File: src/sv/c_identifier_scanner_top_assert.svh
// Assertion macros for the identifier scanner.
// Included by the top level; needs nothing else.
`ifndef C_IDENTIFIER_SCANNER_TOP_ASSERT_SVH
`define C_IDENTIFIER_SCANNER_TOP_ASSERT_SVH

// Checked on the rising edge, off while reset is asserted.
`define CIS_ASSERT(lbl, clk_s, rst_n_s, prop, msg) \
	lbl: assert property (@(posedge clk_s) disable iff (!rst_n_s) prop) else $error(msg);

// Checked on every rising edge, reset included.
`define CIS_ASSERT_ALWAYS(lbl, clk_s, prop, msg) \
	lbl: assert property (@(posedge clk_s) prop) else $error(msg);

`endif

File: src/sv/cis_pkg.sv
// Shared types, codes and character classes for the identifier scanner.
// No dependencies.
package cis_pkg;

	typedef struct packed {
		logic [7:0] char_in;
		logic       line_end;
	} in_t;

	typedef struct packed {
		logic [7:0] ident_char;
		logic       ident_last;
	} out_t;

	// One queue entry: the one or two results caused by one input byte.
	typedef struct packed {
		logic two;
		out_t r0;
		out_t r1;
	} pair_t;

	// Scanner status seen by the top level.
	typedef struct packed {
		logic [2:0] mode;
		logic       held_valid;
	} front_status_t;

	localparam int QUEUE_DEPTH_DEF = 4;

	localparam logic [2:0] MODE_NORMAL  = 3'd0;
	localparam logic [2:0] MODE_SLASH   = 3'd1;
	localparam logic [2:0] MODE_STR     = 3'd2;
	localparam logic [2:0] MODE_STR_ESC = 3'd3;
	localparam logic [2:0] MODE_CHR     = 3'd4;
	localparam logic [2:0] MODE_CHR_ESC = 3'd5;
	localparam logic [2:0] MODE_COMMENT = 3'd6;

	localparam logic [7:0] CH_SLASH      = 8'h2F;
	localparam logic [7:0] CH_DQUOTE     = 8'h22;
	localparam logic [7:0] CH_SQUOTE     = 8'h27;
	localparam logic [7:0] CH_BACKSLASH  = 8'h5C;
	localparam logic [7:0] CH_UNDERSCORE = 8'h5F;

	function automatic logic is_start(input logic [7:0] c);
		return (c >= 8'h41 && c <= 8'h5A) || (c >= 8'h61 && c <= 8'h7A) || (c == CH_UNDERSCORE);
	endfunction

	function automatic logic is_ident(input logic [7:0] c);
		return is_start(c) || (c >= 8'h30 && c <= 8'h39);
	endfunction

endpackage

File: src/sv/cis_front.sv
// Front end: lexer mode tracking and identifier hold register.
// Turns each accepted byte into zero, one or two results, pushed as one queue entry when there are any. Uses cis_pkg.
module cis_front (
	input  logic                   clk,
	input  logic                   arst_n,
	input  logic                   accept,
	input  cis_pkg::in_t           item,
	output logic                   push_en,
	output cis_pkg::pair_t         push_data,
	output cis_pkg::front_status_t status
);

	logic [2:0] mode_q;
	logic [7:0] held_char_q;
	logic       held_valid_q;

	logic [2:0] mode_d;
	logic [7:0] held_char_d;
	logic       held_valid_d;
	logic [1:0] cnt;
	cis_pkg::out_t res0;
	cis_pkg::out_t res1;

	always_comb begin
		logic [7:0] c;
		c            = item.char_in;
		mode_d       = mode_q;
		held_char_d  = held_char_q;
		held_valid_d = held_valid_q;
		cnt          = 2'd0;
		res0         = '0;
		res1         = '0;

		unique case (mode_q)
			cis_pkg::MODE_STR: begin
				if (c == cis_pkg::CH_BACKSLASH) mode_d = cis_pkg::MODE_STR_ESC;
				else if (c == cis_pkg::CH_DQUOTE) mode_d = cis_pkg::MODE_NORMAL;
			end
			cis_pkg::MODE_STR_ESC: mode_d = cis_pkg::MODE_STR;
			cis_pkg::MODE_CHR: begin
				if (c == cis_pkg::CH_BACKSLASH) mode_d = cis_pkg::MODE_CHR_ESC;
				else if (c == cis_pkg::CH_SQUOTE) mode_d = cis_pkg::MODE_NORMAL;
			end
			cis_pkg::MODE_CHR_ESC: mode_d = cis_pkg::MODE_CHR;
			cis_pkg::MODE_COMMENT: mode_d = cis_pkg::MODE_COMMENT;
			default: begin
				if (mode_q == cis_pkg::MODE_SLASH && c == cis_pkg::CH_SLASH) begin
					mode_d = cis_pkg::MODE_COMMENT;
				end else begin
					mode_d = cis_pkg::MODE_NORMAL;
					if (held_valid_q) begin
						res0.ident_char = held_char_q;
						cnt             = 2'd1;
						if (cis_pkg::is_ident(c)) begin
							res0.ident_last = 1'b0;
							held_char_d     = c;
						end else begin
							res0.ident_last = 1'b1;
							held_valid_d    = 1'b0;
							held_char_d     = 8'h00;
						end
					end else if (cis_pkg::is_start(c)) begin
						held_char_d  = c;
						held_valid_d = 1'b1;
					end
					if (c == cis_pkg::CH_DQUOTE) mode_d = cis_pkg::MODE_STR;
					else if (c == cis_pkg::CH_SQUOTE) mode_d = cis_pkg::MODE_CHR;
					else if (c == cis_pkg::CH_SLASH) mode_d = cis_pkg::MODE_SLASH;
				end
			end
		endcase

		// line end flushes the held character and returns to reset state
		if (item.line_end) begin
			if (held_valid_d) begin
				if (cnt == 2'd0) begin
					res0 = '{ident_char: held_char_d, ident_last: 1'b1};
				end else begin
					res1 = '{ident_char: held_char_d, ident_last: 1'b1};
				end
				cnt = cnt + 2'd1;
			end
			mode_d       = cis_pkg::MODE_NORMAL;
			held_char_d  = 8'h00;
			held_valid_d = 1'b0;
		end
	end

	assign push_en        = accept && (cnt != 2'd0);
	assign push_data.two  = cnt[1];
	assign push_data.r0   = res0;
	assign push_data.r1   = res1;
	assign status.mode       = mode_q;
	assign status.held_valid = held_valid_q;

	always_ff @(posedge clk or negedge arst_n) begin
		if (!arst_n) begin
			mode_q       <= cis_pkg::MODE_NORMAL;
			held_char_q  <= 8'h00;
			held_valid_q <= 1'b0;
		end else if (accept) begin
			mode_q       <= mode_d;
			held_char_q  <= held_char_d;
			held_valid_q <= held_valid_d;
		end
	end

endmodule

File: src/sv/cis_queue.sv
// Small entry queue between front end and result stage.
// Register array with wrap-around pointers. Uses cis_pkg.
module cis_queue #(
	parameter int DEPTH = cis_pkg::QUEUE_DEPTH_DEF
) (
	input  logic                         clk,
	input  logic                         arst_n,
	input  logic                         wr_en,
	input  cis_pkg::pair_t               wr_data,
	input  logic                         rd_en,
	output cis_pkg::pair_t               rd_data,
	output logic                         full,
	output logic                         nonempty,
	output logic [$clog2(DEPTH+1)-1:0]   count
);

	localparam int PW = (DEPTH > 1) ? $clog2(DEPTH) : 1;
	localparam int CW = $clog2(DEPTH + 1);

	cis_pkg::pair_t mem_q [DEPTH];
	logic [PW-1:0]  wr_ptr_q;
	logic [PW-1:0]  rd_ptr_q;
	logic [CW-1:0]  count_q;

	function automatic logic [PW-1:0] next_ptr(input logic [PW-1:0] p);
		return (p == PW'(DEPTH - 1)) ? '0 : p + PW'(1);
	endfunction

	assign full     = (count_q == CW'(DEPTH));
	assign nonempty = (count_q != '0);
	assign count    = count_q;
	assign rd_data  = mem_q[rd_ptr_q];

	always_ff @(posedge clk) begin
		if (wr_en) mem_q[wr_ptr_q] <= wr_data;
	end

	always_ff @(posedge clk or negedge arst_n) begin
		if (!arst_n) begin
			wr_ptr_q <= '0;
			rd_ptr_q <= '0;
			count_q  <= '0;
		end else begin
			if (wr_en) wr_ptr_q <= next_ptr(wr_ptr_q);
			if (rd_en) rd_ptr_q <= next_ptr(rd_ptr_q);
			if (wr_en && !rd_en) count_q <= count_q + CW'(1);
			else if (rd_en && !wr_en) count_q <= count_q - CW'(1);
		end
	end

endmodule

File: src/sv/cis_back.sv
// Result stage: holds one queue entry and hands out its results one per pop.
// Uses cis_pkg.
module cis_back (
	input  logic           clk,
	input  logic           arst_n,
	input  logic           q_nonempty,
	input  cis_pkg::pair_t q_data,
	output logic           q_rd,
	input  logic           pop,
	output logic           empty,
	output cis_pkg::out_t  res
);

	cis_pkg::pair_t cur_q;
	logic           cur_v_q;
	logic           idx_q;

	logic pop_fire;
	logic last_of_entry;

	assign pop_fire      = pop && cur_v_q;
	assign last_of_entry = !cur_q.two || idx_q;
	assign q_rd          = q_nonempty && (!cur_v_q || (pop_fire && last_of_entry));
	assign empty         = !cur_v_q;
	assign res           = idx_q ? cur_q.r1 : cur_q.r0;

	always_ff @(posedge clk) begin
		if (q_rd) cur_q <= q_data;
	end

	always_ff @(posedge clk or negedge arst_n) begin
		if (!arst_n) begin
			cur_v_q <= 1'b0;
			idx_q   <= 1'b0;
		end else begin
			if (q_rd) begin
				cur_v_q <= 1'b1;
				idx_q   <= 1'b0;
			end else if (pop_fire) begin
				if (last_of_entry) begin
					cur_v_q <= 1'b0;
					idx_q   <= 1'b0;
				end else begin
					idx_q <= 1'b1;
				end
			end
		end
	end

endmodule

File: src/sv/c_identifier_scanner_top.sv
// Top level of the C identifier scanner: front end, entry queue, result stage.
// Depends on cis_pkg, cis_front, cis_queue, cis_back and the assertion macro header.
`include "c_identifier_scanner_top_assert.svh"

// Scans one source line a byte per request and returns the characters of every C
// identifier found, with ident_last set on each identifier's final character.
// // comments, string literals and character literals (with backslash escapes) are
// skipped; a byte flagged line_end closes everything and flushes the pending
// identifier. The input side takes one byte every cycle while full is low: the
// front end updates its mode register as each byte is taken. A byte yields zero,
// one or two results; results of one byte are queued as one entry in a
// QUEUE_DEPTH-entry queue, and the result side hands out one result per cycle
// while pop is high and empty is low. A result is written into the queue and
// then loaded into the result stage register before it appears on the result
// ports. full rises when the queue holds QUEUE_DEPTH entries, so a byte rate
// of one per cycle holds while the results are popped about as fast as they are made.
module c_identifier_scanner_top #(
	parameter int QUEUE_DEPTH = cis_pkg::QUEUE_DEPTH_DEF
) (
	input  logic          clk,
	input  logic          arst_n,
	input  logic          push,
	output logic          full,
	input  cis_pkg::in_t  byte_item,
	output logic          empty,
	input  logic          pop,
	output cis_pkg::out_t ident_item
);

	localparam int CW = $clog2(QUEUE_DEPTH + 1);

	logic                   accept;
	logic                   q_wr;
	cis_pkg::pair_t         q_wdata;
	logic                   q_rd;
	cis_pkg::pair_t         q_rdata;
	logic                   q_nonempty;
	logic [CW-1:0]          q_count;
	cis_pkg::front_status_t fstat;

	// a request is taken whenever the queue has room for one more entry
	assign accept = push && !full;

	cis_front u_front (
		.clk       (clk),
		.arst_n    (arst_n),
		.accept    (accept),
		.item      (byte_item),
		.push_en   (q_wr),
		.push_data (q_wdata),
		.status    (fstat)
	);

	cis_queue #(
		.DEPTH (QUEUE_DEPTH)
	) u_queue (
		.clk      (clk),
		.arst_n   (arst_n),
		.wr_en    (q_wr),
		.wr_data  (q_wdata),
		.rd_en    (q_rd),
		.rd_data  (q_rdata),
		.full     (full),
		.nonempty (q_nonempty),
		.count    (q_count)
	);

	cis_back u_back (
		.clk        (clk),
		.arst_n     (arst_n),
		.q_nonempty (q_nonempty),
		.q_data     (q_rdata),
		.q_rd       (q_rd),
		.pop        (pop),
		.empty      (empty),
		.res        (ident_item)
	);

	// line end always returns the front end to its reset state
	`CIS_ASSERT(a_line_end_clears, clk, arst_n, accept && byte_item.line_end |=> (fstat.mode == cis_pkg::MODE_NORMAL) && !fstat.held_valid, "scanner state not cleared after line end")
	// while the queue holds an entry, the result stage is never left empty
	`CIS_ASSERT(a_queue_drains, clk, arst_n, q_nonempty |=> !empty, "result stage idle while queue holds entries")
	// the queue never overfills; the count is only meaningful once reset has acted
	`CIS_ASSERT_ALWAYS(a_queue_bound, clk, !arst_n || (q_count <= CW'(QUEUE_DEPTH)), "queue count above depth")

endmodule
File: config.mk
export PLATFORM = sky130hd
export DESIGN_NAME = c_identifier_scanner_top
export DESIGN_NICKNAME = d
export VERILOG_FILES = /design/src/sv/cis_pkg.sv /design/src/sv/cis_front.sv /design/src/sv/cis_queue.sv /design/src/sv/cis_back.sv /design/src/sv/c_identifier_scanner_top.sv
export VERILOG_INCLUDE_DIRS = /design/src /design/src/sv
export SDC_FILE = /design/constraint.sdc
export NUM_CORES = 1
export LEC_CHECK = 0
export ABC_CLOCK_PERIOD_IN_PS = 9710
export BUFFER_PORTS_ARGS = -buffer_cell sky130_fd_sc_hd__buf_2
export CORE_MARGIN = 3
export CORE_UTILIZATION = 35
export CTS_CLUSTER_SIZE = 40
export DETAILED_ROUTE_END_ITERATION = 8
export PLACE_DENSITY_LB_ADDON = 0.25
export SLEW_MARGIN = 20
export SYNTH_ARGS = -nofsm -noshare
export SYNTH_HDL_FRONTEND = slang
export SYNTH_SLANG_ARGS = --single-unit
export TNS_END_PERCENT = 20
File: constraint.sdc
create_clock -name clk -period 9.71 [get_ports clk]
set_clock_uncertainty 0.2 [all_clocks]
set_input_delay 0.4855 -clock clk [delete_from_list [all_inputs] [get_ports clk]]
set_output_delay 0.4855 -clock clk [all_outputs]
set_load 0.05 [all_outputs]
**Word level (Yosys, flattened, before mapping)**

Memories as Yosys holds them, arrays and structs flattened. A register that Yosys moved wholly into a read port is not among the register bits.
Cells that the tools add are included.

- Reduce and logical (&&, ||, !) cells: 30
- Eq/ne operators: 16
- Multiplexer cells: 50
- Order comparisons: 6
- Add/sub/neg operators: 5

Operators by type and width:

| operator | number |
|---|---|
| $mux 9 | 10 |
| $mux 8 | 6 |
| $mux 3 | 10 |
| $eq 8x6->1 const B | 3 |
| $mux 1 | 17 |
| $eq 8x7->1 const B | 2 |
| $ge 8x7->1 const B | 2 |
| $le 8x7->1 const B | 2 |
| $pmux 3 s5 | 1 |
| $eq 3x3->1 const B | 4 |
| $mux 2 | 6 |
| $logic_and 1x1->1 | 11 |
| $ge 8x6->1 const B | 1 |
| $le 8x6->1 const B | 1 |
| $ne 4x2->1 const B | 2 |
| $reduce_bool 2->1 | 4 |
| $add 2x1->2 const B | 3 |
| $eq 3x2->1 const B | 2 |
| $logic_not 1->1 | 5 |
| $logic_or 1x1->1 | 5 |
| $reduce_or 5->1 | 1 |
| $eq 2x2->1 const B | 2 |
| $add 3x1->3 const B | 1 |
| $eq 3x1->1 const B | 1 |
| 5 further kinds | 5 |

- Memory bits (writable): 76
- Output and inout bits: 11
- Input bits: 13
- Logic and storage cells: 116
- Flip-flop bits (word level): 21
- Memories kept: 1

Memories:

| name | depth | width | read ports | clocked after memory_dff | write ports | RTL line | source |
|---|---|---|---|---|---|---|---|
| u_queue.mem_q | 4 | 19 | 1 | 1 | 1 | cis_queue.sv:20 | `cis_pkg::pair_t mem_q [DEPTH];` |

**Depth between registers and ports, before layout**

Gate-level depths: netlist of run 1.

- Depth after elaboration: 17
- Depth in mapped cells: 17
- Depth with buffers taken out: 14

**By module**

A second synthesis of run 1 with hierarchy kept.

- Cell total of the unflattened synthesis: 312
- Area total of the unflattened synthesis: 5,148.7 sq um

Modules (own cells, without submodules):

| module | cells each | seq. area each (sq um) | area an instance (sq um) | instances |
|---|---|---|---|---|
| cis_queue | 136 | 2,457.4 | 3,160.5 | 1 |
| cis_front | 136 | 300.3 | 1,156.1 | 1 |
| cis_back | 39 | 620.6 | 818.3 | 1 |
| c_identifier_scanner_top | 1 | 0.0 | 13.8 | 1 |

**Worst setup path after synthesis of run 1**

No wires, ideal clock.

- Kind: input to register
- Start: input port byte_item[5] in the netlist's numbering
- End: register u_queue.count_q[2], in the netlist u_queue.count[2]
- Stages on the path: 16
- Required time: 9,431 ps
- Data arrival time: 3,484 ps
- Path buffers: 3
- Library setup time: 79 ps
- Setup slack: 5,947 ps
- Cells stage by stage: buf_2 and4b_1 nand4_2 and2_1 buf_2 clkbuf_1 a22o_2 ha_1 nor2_1 a211oi_2 ha_1 inv_1 fa_1 xor2_1 nor2_1 xor2_1

- Word-level cells in the longest chain between the ends: 16
- Elaborated cells on any way between the ends: 32
- Classes of those cells: add/sub (1); order compare (6); eq/ne (2); mux (10); reduce/logical (13)

Ends and longest elaborated chain:

| element | RTL line | source |
|---|---|---|
| from (decl) | c_identifier_scanner_top.sv:24 | `input cis_pkg::in_t byte_item,` |
| $ge 8x7->1 or $le 8x7->1 (tied branches) | cis_pkg.sv:45 | `return (c >= 8'h41 && c <= 8'h5A) \|\| (c >= 8'h61 && c <= 8'h7A) \|\| (c == CH_UNDERSCORE);` |
| $logic_and 1x1->1 | cis_pkg.sv:45 |  |
| $logic_or 1x1->1 (2 in series) | cis_pkg.sv:45 |  |
| $logic_or 1x1->1 | cis_pkg.sv:49 | `return is_start(c) \|\| (c >= 8'h30 && c <= 8'h39);` |
| $mux 1 | cis_front.sv:54 | `if (cis_pkg::is_ident(c)) begin` |
| $mux 1 | cis_front.sv:51 | `if (held_valid_q) begin` |
| $mux 1 | cis_front.sv:47 | `if (mode_q == cis_pkg::MODE_SLASH && c == cis_pkg::CH_SLASH) begin` |
| $mux 1 | cis_front.sv:34 | `unique case (mode_q)` |
| $mux 2 | cis_front.sv:75 | `if (held_valid_d) begin` |
| $mux 2 (*) | cis_front.sv:74 | `if (item.line_end) begin` |
| $reduce_bool 2->1 (*) | cis_front.sv:89 | `assign push_en = accept && (cnt != 2'd0);` |
| $logic_and 1x1->1 (*) | cis_front.sv:89 |  |
| named net q_wr | c_identifier_scanner_top.sv:33 | `logic q_wr;` |
| $logic_not 1->1 | cis_queue.sv:47 | `else if (rd_en && !wr_en) count_q <= count_q - CW'(1);` |
| $logic_and 1x1->1 | cis_queue.sv:47 |  |
| $reduce_bool 2->1 (no line) | -- |  |
| to (signal assigned) | cis_queue.sv:46 | `if (wr_en && !rd_en) count_q <= count_q + CW'(1);` |
| to (signal assigned) | cis_queue.sv:47 |  |
| to (decl) | cis_queue.sv:23 | `logic [CW-1:0] count_q;` |

Mark *: on every way through the listed nets, which the timed path passes. The rest lies on a longest branch.
A chain may end at the register's enable or synchronous reset.

**Worst setup path in the final report of run 1**

- Start: register u_front.mode_q[1]
- End: memory u_queue.mem_q[2][15] in the netlist's numbering (enable)

- Word-level cells in the longest chain between the ends: 11
- Elaborated cells on any way between the ends: 19
- Classes of those cells: add/sub (1); eq/ne (6); mux (8); reduce/logical (4)

Ends and longest elaborated chain:

| element | RTL line | source |
|---|---|---|
| from (decl) | cis_front.sv:13 | `logic [2:0] mode_q;` |
| from (signal assigned) | cis_front.sv:98 | `mode_q <= cis_pkg::MODE_NORMAL;` |
| from (signal assigned) | cis_front.sv:102 | `mode_q <= mode_d;` |
| $eq 3x1->1 | cis_front.sv:47 |  |
| $logic_and 1x1->1 | cis_front.sv:47 |  |
| $mux 2 | cis_front.sv:47 |  |
| $mux 2 | cis_front.sv:34 |  |
| $add 2x1->2 | cis_front.sv:81 | `cnt = cnt + 2'd1;` |
| $mux 2 | cis_front.sv:75 |  |
| $mux 2 (*) | cis_front.sv:74 |  |
| $reduce_bool 2->1 (*) | cis_front.sv:89 |  |
| $logic_and 1x1->1 (*) | cis_front.sv:89 |  |
| named net q_wr | c_identifier_scanner_top.sv:33 |  |
| $mux 1 (*) | cis_queue.sv:35 | `if (wr_en) mem_q[wr_ptr_q] <= wr_data;` |
| $mux 1 (implied by the code) (*) | cis_queue.sv:35 |  |
| to (decl) | cis_queue.sv:20 |  |

Marks and branches as above.

==> flow_summary.json, run 1 <==
{
  "grt_pass1_wl_mm": 15.5,
  "dieArea_mm2": 0.0156,
  "crit_fanout": 18,
  "outcome": "finished clean",
  "synth.mux.area_fraction_pct": 11.6,
  "avgSynthCellArea_um2": 15.2,
  "syn_area_mm2": 0.00494,
  "ios": 24,
  "maxSlewViolCount": 0,
  "synthAdderAreaFrac_pct": 2.18,
  "cp-end-kind": "register",
  "finalHoldViolCount": 0,
  "globalRouteTotalUtil_pct": 12.7,
  "grt_max_degree": 22,
  "portBuffers": 23,
  "antenna_found_initial": 0,
  "clk_pin_slew_ps": 70,
  "num_antenna_cells": 0,
  "powerDensity_mw_per_mm2": 279,
  "synth_top_cells_by_count": "edfxtp_1, dfrtp_1, mux4_2, nand2_1, nor2_1",
  "place_hpwl_mm": 6.13,
  "fin_crit_sh_pct": 40.3,
  "synth_top_family_by_area": "multiplexers",
  "fp-row-count": 42,
  "max-slew-margin-rel_pct": 33.4,
  "ant_nets": 0,
  "root_buffer": "clkbuf_16",
  "numCtsBuffers": 9,
  "synth-edff-count": 90,
  "synth_cell_type_count": 55,
  "syn_inst": 325,
  "yosys_register_bits": 111,
  "min_period_ps": 3920,
  "synthFlopType": "edfxtp_1",
  "die-height_um": 125,
  "synthToLayoutAreaGrowth_pct": 11.4,
  "clk_latency_ps": 350,
  "ir_drop_v": 0.000111,
  "grt.overflow.total": 0,
  "h-tree-depth": 3,
  "required_ps": 9480,
  "yosysMostFrequentCell": "edfxtp_1",
  "synthSimpleGateAreaFrac_pct": 8.72,
  "drt_iter0_markers": 210,
  "drv_cap": 0,
  "tightest_slew_ps": 999,
  "final_util_pct": 40.7,
  "synth-xor-area-share_pct": 0.532,
  "clk_path_buf_depth": 2,
  "fp.coreArea_mm2": 0.0135,
  "cts.repair.resized": 0,
  "initial_core_util_pct": 36.6,
  "synth-compound-area-share_pct": 8.67,
  "drt_wl_total_mm": 9.49,
  "dr_total_vias": 2802,
  "cp.arrival_ps": 3680,
  "drc": 0,
  "rsz0062_at_grt": "no",
  "regArea_mm2": 0.00323,
  "finalSetupTns_ps": 0,
  "p_leak_nw": 1.92,
  "viasPerCell": 5.34,
  "finalSetupViolCount": 0,
  "yosysTopAreaCell": "edfxtp_1",
  "power_mw": 1.53,
  "crit_type": "reg2reg",
  "yosys_warnings": 0,
  "hp-class": "in2reg",
  "startpoint_type": "register",
  "cts_tree": "built",
  "max_clock_freq_ghz": 0.255,
  "hold_ws_ps": 210,
  "first_pass_iters": 4,
  "grt_pass1_vias": 2906,
  "place.gp.congestion": 0.837,
  "multiInputGateArea_mm2": 0.00158,
  "wire_per_inst_um": 18.1,
  "nFillCells": 1257,
  "ys_seq_area_share_pct": 65.4,
  "final_nets": 365,
  "die_w_um": 125,
  "numClockSinks": 111,
  "async_reset_ff_share_pct": 18.9,
  "yosysTopAreaCellShare_pct": 54.7,
  "synth.area.top_cells": "edfxtp_1, dfrtp_1, mux4_2",
  "final_layout_size_suffix_gt1_share_pct": 23.2
}
-- final cells by class --
type / count / share of cell area (%)
flip-flops and latches: 111 / 58.7
multi-input cells: 188 / 28.8
clock buffers: 10 / 4.16
well taps: 176 / 4.00
repair buffers: 26 / 2.55
clock inverters: 6 / 1.23
inverters: 8 / 0.546
-- layout by cell type, fill, tap and decap left out, types with 8 or more instances in the layout --
cell | netlist | final
mux2_2 | 14 | 14
nand3_1 | 14 | 14
inv_1 | 8 | 8
o21ai_0 | 14 | 14
nand2_1 | 17 | 17
nor2_1 | 15 | 15
edfxtp_1 | 90 | 90
mux4_2 | 18 | 18
o211ai_1 | 11 | 11
a21oi_1 | 9 | 8
dfrtp_1 | 21 | 21
clkbuf_16 | 0 | 9
buf_2 | 6 | 23
-- what timing repair did --
item / 4_1_cts / 5_1_grt
setup buffers: 0 / 0
hold endpoints to repair: 21 / 0
hold buffers: 1 / 0
-- critical path, stage by stage (launching register included) --
cell,delay (ps)
dfrtp_1,480
o21ai_0,390
and2_1,540
nand2_1,90
a22o_2,230
ha_1,270
nor2_1,50
a211oi_2,430
and2_1,860
-- sequential cells by signal (all words and copies together), names as in the netlist --
| signal | flops |
|---|---|
| u_queue.rd_ptr_q | 2 |
| u_back.cur_q | 18 |
| u_queue.mem_q | 72 |
| u_back.idx_q | 1 |
| u_queue.wr_ptr_q | 2 |
| u_back.cur_v_q | 1 |
| u_front.mode_q | 3 |
| u_queue.count | 3 |
| u_front.held_char_q | 8 |
| u_front.held_valid_q | 1 |
-- per-stage QoR --
step	cells	cell area, um^2	setup WS, ps
after floorplan	328	4950	5950
after global placement	508	5190	5690
after detailed placement	508	5190	5600
after CTS	525	5500	5750
after global routing	525	5500	5500
final	525	5500	5790
-- kinds of logic after synthesis --
kind of cell             count (synthesis)
other                                    1
multiplexers                            33
AO/OA/AOI/OAI                           61
adder cells (fa/ha/maj)                  8
flip-flops                             111
XOR/XNOR                                 3
buffers and inverters                   29
AND/OR/NAND/NOR                         79
-- power breakdown --
group	total [mW]	internal [mW]	switching, mW
sequential	0.703	0.622	0.0815
combinational	0.462	0.188	0.274
clock	0.367	0.202	0.165
total	1.53	1.01	0.521
-- worst paths after layout --
path	start	endpoint	slack, ps	cells after the start
min	pop	u_back.idx_q	210	3
max in group asynchronous	arst_n	u_queue.count[1]	8490	2
max reg2reg	u_front.mode_q[1]	u_queue.mem_q[2][15]	5790	8
max	u_front.mode_q[1]	u_queue.mem_q[2][15]	5790	8
min in group asynchronous	arst_n	u_front.held_char_q[5]	450	2
min reg2reg	u_queue.count[2]	u_queue.count[2]	320	1
-- metal layers --
metal / vias up / part of all wire, % / wire [um] / GRT usage (%)
li1: 1299 / - / - / -
met1: 1433 / 46 / 4380 / 17.2
met3: 11 / 4.3 / 404 / 3.82
met4: 0 / 1.3 / 121 / 3.09
met5: - / 0 / 0 / 0
met2: 59 / 48 / 4580 / 20.2
Note: power is estimated with default switching activity, not from simulation.
==> run 2, diff against run 1 <==
--- a/config.mk
+++ b/config.mk
@@ -6,7 +6,7 @@
 export SDC_FILE = /design/constraint.sdc
 export NUM_CORES = 1
 export LEC_CHECK = 0
-export ABC_CLOCK_PERIOD_IN_PS = 9710
+export ABC_CLOCK_PERIOD_IN_PS = 3500
 export BUFFER_PORTS_ARGS = -buffer_cell sky130_fd_sc_hd__buf_2
 export CORE_MARGIN = 3
 export CORE_UTILIZATION = 35
==> constraint.sdc (replaced) <==
create_clock -name clk -period 3.5 [get_ports clk]
set_clock_uncertainty 0.2 [all_clocks]
set_input_delay 0.175 -clock clk [delete_from_list [all_inputs] [get_ports clk]]
set_output_delay 0.175 -clock clk [all_outputs]
set_load 0.05 [all_outputs]
==> flow_summary.json, run 2 (same netlist as run 1, synthesis figures left out) <==
{
  "outcome": "finished clean",
  "p_leak_nw": 2.04,
  "finalHoldViolCount": 0,
  "grt.overflow.total": 0,
  "max_clock_freq_ghz": 0.300,
  "drt_wl_total_mm": 9.41,
  "numClockSinks": 111,
  "reg2reg_from": "u_front.mode_q[1]",
  "final_area_mm2": 0.00575,
  "first_pass_iters": 4,
  "clk_latency_ps": 340,
  "r2r_end": "u_queue.count[2]",
  "power_frac_comb_pct": 32.3,
  "pwr-share-seq_pct": 45.2,
  "root_buffer": "clkbuf_16",
  "final_nets": 388,
  "startpoint_type": "input pin",
  "numCtsBuffers": 9,
  "p_sw_mw": 1.46,
  "powerDensity_mw_per_mm2": 743,
  "top_regs": "u_queue.mem_q x72, u_back.cur_q x18, u_front.held_char_q x8",
  "grt_pass1_wl_mm": 15.2,
  "place_hpwl_mm": 6.10,
  "ant_nets": 0,
  "required_ps": 3570,
  "cp-end-kind": "register",
  "portBuffers": 23,
  "largest_reg_flops": 72,
  "hp-class": "in2reg",
  "nFillCells": 1219,
  "crit_fanout": 4,
  "wire_per_inst_um": 17.2,
  "place_inst": 520,
  "power.share.clock_pct": 22.5,
  "fin_crit_sh_pct": 95.3,
  "fp-row-count": 42,
  "finalNonFillerCells": 548,
  "rr_worst_depth": 14,
  "maxSlewViolCount": 0,
  "finalSetupViolCount": 0,
  "ios": 24,
  "max-slew-margin-rel_pct": 38.8,
  "final_common_cell": "edfxtp_1",
  "cts_tree": "built",
  "synthToLayoutAreaGrowth_pct": 16.4,
  "clk_path_buf_depth": 2,
  "fp.coreArea_mm2": 0.0135,
  "dr_total_vias": 2888,
  "die_w_um": 125,
  "regToRegSetupSlack_ps": 290,
  "ir_drop_v": 0.000256,
  "place.gp.congestion": 0.838,
  "hold_path.startpoint": "byte_item[0]",
  "drt_iter0_markers": 158,
  "globalRouteTotalUtil_pct": 12.4,
  "initial_core_util_pct": 36.6,
  "antenna_found_initial": 0,
  "die-height_um": 125,
  "whs_path_depth": 2,
  "crit_type": "in2reg",
  "viasPerCell": 5.27,
  "num_antenna_cells": 0,
  "power_mw": 4.27,
  "tightest_slew_ps": 917,
  "mostFrequentLayoutCells": "edfxtp_1, dfrtp_1, buf_2",
  "clk_pin_slew_ps": 70,
  "grt_pass1_vias": 2819,
  "grt_max_degree": 22,
  "multiInputGateArea_mm2": 0.00161,
  "regArea_mm2": 0.00323,
  "final_layout_size_suffix_gt1_share_pct": 27.7,
  "top_register": "u_queue.mem_q",
  "drv_cap": 0,
  "swShare_pct": 34.3,
  "cellInternalPower_mw": 2.81,
  "min_period_ps": 3340,
  "placed_area_mm2": 0.00532,
  "drc": 0,
  "cp.arrival_ps": 3400,
  "worstHoldEndpoint": "u_front.held_char_q[2]",
  "dieArea_mm2": 0.0156,
  "h-tree-depth": 3
}
## run 2: cell types whose count changed in the layout (fill, tap and decap cells not counted), moves of 2 or more
| cell | change |
|---|---|
| buf_4 | +14 |
| dlygate4sd3_1 | +6 |
| buf_2 | -3 |
| inv_6 | +2 |
| clkbuf_4 | +2 |
| buf_12 | +3 |
## run 2: critical path, cell delays in order
cell and delay (ps):
dlygate4sd3_1 550, buf_6 120, or4_4 430, o211ai_4 230
nor2_4 60, a22o_2 240, ha_1 270, nor2_1 50
a211oi_2 220, ha_2 240, inv_1 50, fa_2 330
xor2_1 150, nor2_1 120, xor2_1 160
## run 2: repair_timing
item	4_1_cts	5_1_grt
hold buffers	7	0
setup buffers	0	5
endpoints found under the setup margin	0	2
resized for setup	0	12
hold endpoints to repair	28	0
## run 2: metal layers
layer	up-vias	wire (um)	track usage, %
met2	52	4610	19.7
met3	10	258	2.14
met1	1474	4410	17.0
met4	0	131	5.09
li1	1352	-	-
met5	-	0	0
## run 2: how the worst max path moves through the flow
stage | depth (start not counted) | endpoint | start
finish | 15 | u_queue.count[2] | byte_item[5]
global route | 15 | u_queue.count[2] | byte_item[2]
CTS | 15 | u_queue.count[2] | byte_item[5]
detailed placement | 14 | u_queue.count[2] | byte_item[4]
global placement | 14 | u_queue.count[2] | byte_item[4]
floorplan | 17 | u_queue.count[2] | u_front.mode_q[0]
## run 2: area by class of cell
| cell class | instances | share of cell area (%) |
|---|---|---|
| flip-flops and latches | 111 | 56.2 |
| multi-input cells | 188 | 28.0 |
| repair buffers | 49 | 6.55 |
| clock buffers | 9 | 3.92 |
| well taps | 176 | 3.83 |
| clock inverters | 7 | 0.936 |
| inverters | 8 | 0.523 |
## run 2: power groups by stage
stage / logic (mW) / clock network (mW) / registers [mW]
after floorplan: 1.13 / 0 / 1.84
final: 1.38 / 0.959 / 1.93
after CTS: 1.39 / 0.988 / 1.93
after detailed placement: 1.38 / 0 / 1.96
after global placement: 1.35 / 0 / 1.96
after global routing: 1.51 / 1.04 / 1.97
## run 2: stage by stage
step / setup TNS (ps) / worst slack, ps / util, % / hold WS (ps)
after floorplan: 0 / 61.4 / - / -321
final: 0 / 165 / 42.5 / 84.1
after CTS: 0 / 14.0 / 42.0 / 70.8
after global placement: 0 / 162 / 39.4 / -5.69
after detailed placement: 0 / 111 / 39.4 / 1.18
after global routing: -23.8 / -23.8 / 42.5 / 105
